===== src/frce_ram.sv =====
// ----------------------------------------------------------------------------
// frce_ram: generic simple dual-port RAM
// One write port and one read port; read data is registered.
// ----------------------------------------------------------------------------
module frce_ram #(
   parameter int WIDTH = 8,
   parameter int DEPTH = 16,
   parameter int AW    = (DEPTH > 1) ? $clog2(DEPTH) : 1
) (
   input  logic             clock,
   input  logic             we,
   input  logic [AW-1:0]    waddr,
   input  logic [WIDTH-1:0] wdata,
   input  logic [AW-1:0]    raddr,
   output logic [WIDTH-1:0] rdata
);

   logic [WIDTH-1:0] mem_ff [DEPTH];

   // Write port and registered read port.
   always_ff @(posedge clock) begin
      if (we) begin
         mem_ff[waddr] <= wdata;
      end
      rdata <= mem_ff[raddr];
   end

endmodule


===== config.mk =====
export PLATFORM = sky130hd
export DESIGN_NAME = frce_ram
export DESIGN_NICKNAME = d
export VERILOG_FILES = /design/src/frce_ram.sv
export SDC_FILE = /design/constraint.sdc
export NUM_CORES = 1
export LEC_CHECK = 0
export ABC_AREA = 0
export BUFFER_PORTS_ARGS = -buffer_cell sky130_fd_sc_hd__buf_4
export CORE_MARGIN = 8
export CORE_UTILIZATION = 30
export DETAILED_ROUTE_END_ITERATION = 12
export PLACE_DENSITY = 0.41
export SETUP_SLACK_MARGIN = 0.1
export SYNTH_ARGS = -nofsm -noshare
export SYNTH_HDL_FRONTEND = slang
export SYNTH_SLANG_ARGS = --single-unit

===== constraint.sdc =====
create_clock -name clock -period 2.6 [get_ports clock]
set_input_delay 0.39 -clock clock [delete_from_list [all_inputs] [get_ports clock]]
set_output_delay 0.39 -clock clock [all_outputs]
set_load 0.1 [all_outputs]

Yosys cells after proc, flatten, opt, wreduce, memory -nomap -nowiden
Memory sizes are Yosys's and may differ from the RTL's. A register that Yosys moved wholly into a read port is not among the register bits.
Index checks and enable logic that the tools add are counted.
- mux-type cells: 2
- operators by type and width (kind ; number):
    $mux 1 ; 2
- bits of input ports: 18
- memories kept: 1
- output and inout port bits: 8
- word-level logic and storage cells: 3
- register bits: 0
- RAM bits: 128
- memories (name ; depth ; width ; rd ports ; clocked after Yosys merged registers in ; write ports ; line ; RTL):
    mem_ff ; 16 ; 8 ; 1 ; 1 ; 1 ; 18 ; logic [WIDTH-1:0] mem_ff [DEPTH];

Logic depth before layout (Yosys ltp)
- depth after elaboration: 2
- depth in mapped cells: 5
- gate-level depth less buffers: 3

Worst setup path after synthesis
OpenSTA, ideal clock, no wires.
- path kind: in2reg
- start: in waddr[2]
- end: mem mem_ff[0][0] (enable)
- library setup time: 383 ps
- setup slack: 717 ps
- data arrival time: 1500 ps
- stages: 2
- buffers on the path: 0
- data required time: 2217 ps
- path through: or3b_2 -> nor3_1
- RTL lines (what ; line ; RTL):
    from (decl) ; 12 ; input logic [AW-1:0] waddr,
    to (decl) ; 18 ;
Straight into the memory's write port.

==> reports/metrics.yaml <==
setup_path:
  end_kind: "flip-flop"
  path_class: "primary input to flip-flop"
  worstPathCellList: "buf_4 -> buf_4 -> mux4_1 -> a22oi_1 -> nand2_1"
  crit_fanout: 13
  cp_slowest_cell: "mux4_1"
  cp-start-kind: "primary input"
  path_depth: 5
  cpMostUsedCell: "buf_4"
  worstPathRequired_ns: 2.89
  arrival_ns: 1.80
  critical-path-top-delay-family: "multiplexers"
  critical-path-max-stage-delay_ns: 0.58
  r2r_cells: 3
  cp.buffers_inverters: 2
grt:
  grt_antenna_before_repair: 0
  grt_max_degree: 26
  first_global_vias: 2635
  track_usage_pct: 11.06
  overflow: 0
  grt_first_pass_wirelength_um: 16960
synth:
  synth_cell_types: 19
  ys_warn_count: 0
  ys_ff_latch: 136
  syn_avg_cell_area_um2: 22.48
  synth-seq-area-share_pct: 77.78
  syn_nets: 247
  synth_cells: 229
  synth_area_leader_cell: "edfxtp_1"
  synth_area_um2: 5147
  synth.top_cell.area_share_pct: 74.67
  netlist_top_cells_area: "edfxtp_1 75%, mux4_2 7.9%, mux4_1 7.1%"
clocking:
  ctsHtreeMaxLevel: 4
  clk_transition_reported_paths_ns: 0.06
  ctsHoldBuffers: 0
  clock-root-buffer: "clkbuf_16"
  cts-resized-gates: 0
  clockBufferDepth: 2
  cts_buffers: 17
  tritoncts: "yes"
  insertion_delay_ns: 0.41
  cts_sinks: 136
  cts_setup_buffers: 0
layout:
  antennaDiodeCount: 0
  postLayoutCoreUtil_pct: 36.96
  nFillCells: 1583
  drive_gt1_share_pct: 31.42
  areaGrowthSynthToFinish_pct: 22.46
  fin_nets: 301
  stdcell_area_um2: 6304
  final_common_cell: "edfxtp_1"
  fin_cells: 521
  final_cell_mix: "128 x edfxtp_1, 44 x buf_4, 18 x mux4_2, 17 x clkbuf_16, 16 x a22oi_1"
sta:
  rsz0062_at_grt: "false"
  fin_crit_sh_pct: 57.91
  setup_viol: 0
  tightest_slew_ns: 0.6613
  fin_crit_ns: 1.506
  max_freq_mhz: 664.1
  slew_headroom_pct: 55.75
  finalHoldViolCount: 0
  fin_setup_tns_ns: 0
  drv_slew: 0
  whs_ns: 0.2764
  setup_slack_ns: 1.094
  skew_ns: 0.005249
placed_design:
  post_dp_cell_area_um2: 5693
  dp.cells: 489
  portBuffers: 25
  pre_cts_ws_ns: 0.6155
  hpwl_um: 7286
  gp_congestion: 0.7088
hold_path:
  holdPathStages: 1
  hold_path_class: "primary input to flip-flop"
detailed_routing:
  drt_pass1_iterations: 4
  routed_via_density: 4.526
  wl_per_cell_um: 21.11
  drc: 0
  vias: 2358
  totalWireLength_um: 11000
  drtIter0Drc: 162
  drtAntennaViolNets: 0
job:
  cap_violations: 0
floorplan:
  fp.dieW_um: 147.0
  dieArea_um2: 21610
  io_pins: 26
  fp.coreArea_um2: 17060
  die_h_um: 147.0
  fp-row-count: 48
  initial_core_util_pct: 30.18
pwr:
  power_density_nw_per_um2: 836.9
  p_leak_nw: 2.123
  ir_drop_uv: 471.9
  power_mw: 5.275
outcome:
  outcome: "complete, no violations"
-- registers in the layout (all words and copies together) (netlist names) --
name    cells
rdata       8
mem_ff    128
-- where the power goes --
group          switching [mW]  total, mW  internal (mW)  leakage (nW)
Combinational           0.235      0.349          0.114         0.601
Clock                   0.867       2.46           1.59         0.298
Sequential             0.0160       2.47           2.45          1.22
-- cells by family (layout without fill, tap and decap cells) --
family          count (synthesis)  in the layout  share of synthesized area (%)
flops                         136            136                          77.78
simple gates                   35             35                          3.184
mux                            32             32                          15.02
compound gates                 16             16                          2.334
buf+inv                        10             77                          1.677
-- cell usage after synthesis (all sizes together) --
cell type,number
or3b,1
mux4,32
edfxtp,128
a22oi,16
and2,1
nor3,4
nor2,13
buf,7
dfxtp,8
clkdlybuf4s25,3
nand3,1
nand2b,2
nor2b,1
and2b,1
nand2,9
nand3b,2
-- metal layers --
metal	vias up	global-route usage, %	part of all wire (%)
met4	0	5.354	2.0
li1	1084	-	-
met5	-	0	0
met2	41	17.03	47
met3	12	2.922	3.1
met1	1221	14.26	48
-- final timing paths --
path                                    from           end  slack [ns]
worst min register to register  mem_ff[8][1]      rdata[1]        0.68
worst max register to register  mem_ff[0][4]      rdata[4]        1.17
worst min-delay path                wdata[6]  mem_ff[7][6]        0.28
worst max-delay path                raddr[0]      rdata[1]        1.09
-- area by class of cell --
| type | instances | area (um^2) | area share (%) |
|---|---|---|---|
| clock buffers | 18 | 429.2 | 6.808 |
| clock inverters | 14 | 181.4 | 2.878 |
| multi-input cells | 83 | 1057 | 16.77 |
| flip-flops and latches | 136 | 4004 | 63.52 |
| well taps | 225 | 281.5 | 4.466 |
| repair buffers | 45 | 350.3 | 5.558 |
(Power assumes the default switching activity.)
